==> config.mk <==
export PLATFORM = sky130hd
export DESIGN_NAME = socct_sq
export DESIGN_NICKNAME = d
export VERILOG_FILES = /design/src/design/socct_pkg.sv /design/src/design/socct_sq.sv
export SDC_FILE = /design/constraint.sdc
export NUM_CORES = 2
export LEC_CHECK = 0
export ABC_AREA = 1
export BUFFER_PORTS_ARGS = -buffer_cell sky130_fd_sc_hd__buf_2
export CAP_MARGIN = 0
export CORE_AREA = 2 2 264 266
export CTS_CLUSTER_SIZE = 16
export DETAILED_ROUTE_END_ITERATION = 12
export DIE_AREA = 0 0 266 268
export PLACE_DENSITY = 0.73
export SETUP_SLACK_MARGIN = 0.02
export SLEW_MARGIN = 20
export SYNTH_ARGS = -nofsm -noshare
export SYNTH_HDL_FRONTEND = slang
export SYNTH_SLANG_ARGS = --single-unit
==> constraint.sdc <==
create_clock -name clk -period 9.9 [get_ports clk]
set_input_delay 0 -clock clk [delete_from_list [all_inputs] [get_ports clk]]
set_output_delay 0 -clock clk [all_outputs]
set_load 0.005 [all_outputs]
==> src/design/socct_pkg.sv <==
// shared types and constants for the shape overlap and containment test
// no dependencies; used by shape_overlap_containment_test and socct_sq
package socct_pkg;

  localparam int CoordW  = 32;
  localparam int WideW   = CoordW + 2;      // room for a sum of three coordinates
  localparam int DiffMagW = CoordW;         // magnitude of a coordinate difference
  localparam int ThrMagW = CoordW + 1;      // magnitude of a radius threshold
  localparam int SumW    = 2 * ThrMagW;     // squared distances and thresholds
  localparam int CfgIdxW = 3;
  localparam int NumAxes = 3;
  localparam int NumThr  = 4;

  localparam logic [1:0] SHAPE_RECT    = 2'd0;
  localparam logic [1:0] SHAPE_BOX     = 2'd1;
  localparam logic [1:0] SHAPE_SPHERE  = 2'd2;
  localparam logic [1:0] SHAPE_INVALID = 2'd3;

  localparam logic [CfgIdxW-1:0] REG_TYPE = 3'd0;
  localparam logic [CfgIdxW-1:0] REG_C0   = 3'd1;
  localparam logic [CfgIdxW-1:0] REG_C1   = 3'd2;
  localparam logic [CfgIdxW-1:0] REG_C2   = 3'd3;
  localparam logic [CfgIdxW-1:0] REG_C3   = 3'd4;
  localparam logic [CfgIdxW-1:0] REG_C4   = 3'd5;
  localparam logic [CfgIdxW-1:0] REG_C5   = 3'd6;
  localparam logic [CfgIdxW-1:0] REG_CLR  = 3'd7;

  typedef logic signed [CoordW-1:0] coord_t;

  typedef struct packed {
    logic [1:0] query_type;
    coord_t     query_c0;
    coord_t     query_c1;
    coord_t     query_c2;
    coord_t     query_c3;
    coord_t     query_c4;
    coord_t     query_c5;
  } in_word_t;

  typedef struct packed {
    logic overlap;
    logic query_inside;
    logic region_inside;
    logic pair_error;
  } out_word_t;

  // control that travels down the pipe with each word
  typedef struct packed {
    logic       vld;
    logic       rr;
    logic       bb;
    logic       bs;
    logic       ss;
    logic       q_sph;
    logic       rr_ovl;
    logic       bb_ovl;
    logic       in_qg_lin;
    logic       in_gq_lin;
    logic       sib_c;
    logic       sib_0;
    logic [NumAxes-1:0] lt;
    logic [NumAxes-1:0] gt;
    logic       t0_pos;
    logic       t1_nn;
    logic       t2_nn;
    logic       t3_nn;
  } ctl_t;

  function automatic logic signed [WideW-1:0] sx(coord_t v);
    logic signed [WideW-1:0] r;
    r = {{(WideW-CoordW){v[CoordW-1]}}, v};
    return r;
  endfunction

endpackage

==> src/design/socct_sq.sv <==
// registered unsigned squarer, one multiply per stage
// depends on socct_pkg
module socct_sq import socct_pkg::*; #(
  parameter int W = ThrMagW
) (
  input  logic           clk,
  input  logic [W-1:0]   a,
  output logic [2*W-1:0] sq
);

  logic [2*W-1:0] sq_r;

  always_ff @(posedge clk) begin
    sq_r <= (2*W)'(a) * (2*W)'(a);
  end

  assign sq = sq_r;

endmodule
* Word-level counts from Yosys, hierarchy flattened *
Index checks and enable logic that the tools add are counted.
W data, S select, Z words.

storage, ports and cells
  input bits = 34
  register bits after elaboration = 66
  output and inout port bits = 66
  logic and storage cells = 2

cells by class
  multipliers = 1

operators with widths
  cell              number
  $mul A33 B33 Y66  1

* Logic depth before layout (Yosys ltp) *
  depth after elaboration = 1
  mapped depth = 33

* Least setup slack after synthesis *
No wires, ideal clock.

  path type = input to register
  start point = input port a[2]
  end point = register sq_r[58], in the netlist sq[58]
  path slack = 3,789 ps
  stages = 29
  arrival time = 5,998 ps
  data required time = 9,787 ps
  cells stage by stage = clkbuf_1 clkbuf_1 nand2_1 fa_1 fa_1 inv_1 fa_1 inv_1 fa_1 inv_1 fa_1 inv_1 fa_1 inv_1 fa_1 inv_1 fa_1 inv_1 ha_1 nand2_1 nand2_1 nand2_1 nand2_1 a21oi_1 nand3_2 nand2_1 nand3_1 nand2_1 nand2_1

on the way
  word-level cells in the longest chain between the ends = 1

RTL lines
  what                  line            text
  from (decl)           socct_sq.sv:7   input logic [W-1:0] a,
  $mul A33 B33 Y66      socct_sq.sv:14  sq_r <= (2*W)'(a) * (2*W)'(a);
  to (signal assigned)  socct_sq.sv:14
  to (decl)             socct_sq.sv:11  logic [2*W-1:0] sq_r;

No other way between the ends.

* Worst setup path in the final report *
  start point = input port a[26]
  end point = register sq_r[34], in the netlist sq[34]

The elaborated chain is that of the path after synthesis.

==> out/metrics.cfg <==
[layout]
area_growth_pct=4.33
insertedDiodeCount=0
layout-drive-gt1-share_pct=4.42
fillers=6383
fin_nets=5526
multi_input_area_sq_um=26700
regArea_sq_um=1300
largest_reg_flops=65

[grt]
grt_usage_pct=25.1
grt_max_degree=36
grt_overflow=0
antenna_found_initial=0
grt_pass1_vias=27609
grt_pass1_wl_mm=140

[synth]
synth-edff-count=0
netlist_area_sq_um=34500
yosys_warnings=0
ys_top_cells_by_count=1609 x inv_1, 1083 x nand2_1, 859 x fa_1, 275 x ha_1, 123 x clkbuf_1
syn_nets=5528
synthFlopType=dfxtp_1
syn_avg_cell_area_sq_um=7.92
ys_seq_area_share_pct=3.77
synth.distinct_cells=32
ys_seq_elements=65
ys_async_sr_fraction_pct=0
yosysTopAreaCellShare_pct=49.8
yosysMostFrequentCell=inv_1
synth_area_leaders=fa_1 50%, inv_1 17%, nand2_1 12%
synth_top_area_cell=fa_1
syn_inst=4360

[clock_network]
cts.sinks=65
numCtsBuffers=9
cts_root_buf=clkbuf_16
cts.hold.buffers_added=0
clk_path_buf_depth=2
clkTransAtPathRegs_ns=0.06
cts_tree=done
cts_htree_levels=3
postCtsSetupRepairBufs=0
ctsResizeCount=0

[setup_path]
critPathLaunchType=primary input
cp-startpoint=a[26]
cp.arrival_ns=7.21
path_class=primary input to flip-flop
cpPeakStageDelay_ns=0.77
slowest_stage=buf_2
endpoint=sq[34]$_DFF_P_
required_ns=10.12
endpoint_kind=flip-flop
crit_top_cell=fa_1
cp_max_fo=33

[routing]
drtIter0Drc=1478
drc=0
via_per_inst=4.81
drtAntennaViolNets=0
avgRoutedWirePerCell_microns=16.0
num_vias=25211
finalWirelength_mm=84.1
first_pass_iters=7

[die]
die_x_microns=266
dieArea_sq_um=71300
core_area_sq_um=68200
rows=96
fp.dieH_microns=268
io_pins=100
start_util_pct=50.6

[flow_run]
cap_violations=0

[place]
portBuffers=98
dpl.hpwl_mm=70.8
routabilityCongestion=0.941

[timing]
finalSetupTns_ns=0
slew_viol_final=0
hold_violations=0
timing.final.crit_period_ns=7.00
fin_crit_sh_pct=70.7
setup_viol=0
max_freq_mhz=143
max_slew.worst_pin.slew_ns=1.04
rsz0062_at_grt=false
relSlewSlack_pct=30.9

[min_path]
hp-class=primary input to flip-flop

[status]
outcome=finished clean

[worst min path at each step]
| stage | depth (start not counted) | slack (ns) | endpoint | from |
|---|---|---|---|---|
| CTS | 1 | 0.20 | sq[0]$_DFF_P_ | a[0] |
| global placement | 1 | 0.38 | sq[42] | sq[42]$_DFF_P_ |
| floorplan | 0 | 0.03 | sq[0]$_DFF_P_ | a[0] |
| finish | 1 | 0.23 | sq[0]$_DFF_P_ | a[0] |
| detailed placement | 1 | 0.37 | sq[42] | sq[42]$_DFF_P_ |
| global route | 1 | 0.24 | sq[0]$_DFF_P_ | a[0] |
[cell type report]
cell class | count | area share, %
Clock buffer | 10 | 0.636
Clock inverter | 6 | 0.122
Inverter | 1615 | 16.8
Multi-Input combinational cell | 2556 | 74.1
Sequential cell | 65 | 3.61
Tap cell | 882 | 3.06
Timing Repair Buffer | 111 | 1.63
[cells in the final DEF, fill, tap and decap left out, types with 38 or more instances in the layout]
cell type and count:
a21oi_1 43, inv_1 1609, nand2_1 1083, fa_1 859, xor2_1 38, dfxtp_1 65, nand3_1 49, ha_1 275
buf_2 98, nor2_1 92
[worst max-delay path, delay by kind of cell]
kind / cells / cell delay, ns
compound gates: 1 / 0.14
xor+xnor: 1 / 0.34
fa+ha+maj: 9 / 4.57
buf+inv: 9 / 1.25
simple gates: 5 / 0.87
[layer usage]
metal | up-vias | routed length, microns | GRT usage [%]
met4 | 0 | 2800 | 7.58
met2 | 736 | 44000 | 45.6
li1 | 11851 | - | -
met5 | - | 0 | 0
met1 | 12452 | 32800 | 31.2
met3 | 172 | 4490 | 3.05
[cells by family (layout without fill, tap and decap cells)]
group                    count (synthesis)  count (layout)  synth area share (%)
AO/OA/AOI/OAI                           62              62                  1.03
XOR/XNOR                                50              50                  1.27
adder cells (fa/ha/maj)               1134            1134                  59.8
buffers and inverters                 1739            1742                  18.9
flip-flops                              65              65                  3.77
other                                    1               1                0.0109
AND/OR/NAND/NOR                       1309            1309                  15.2
[through the flow]
step	util [%]	worst slack, ns	hold slack, ns	cell area, sq um	cells
3_5_place_dp	52.4	2.55	0.374	35700	5229
3_3_place_gp	52.4	2.62	0.377	35700	5229
6_report	52.8	2.90	0.226	36000	5245
4_1_cts	52.8	2.88	0.205	36000	5245
5_1_grt	52.8	2.70	0.239	36000	5245
2_1_floorplan	-	3.79	0.0277	34500	4360
Power is left out: the tool's default activity adds up to more than one toggle a clock period on the data nets, which glitch-free logic cannot reach.
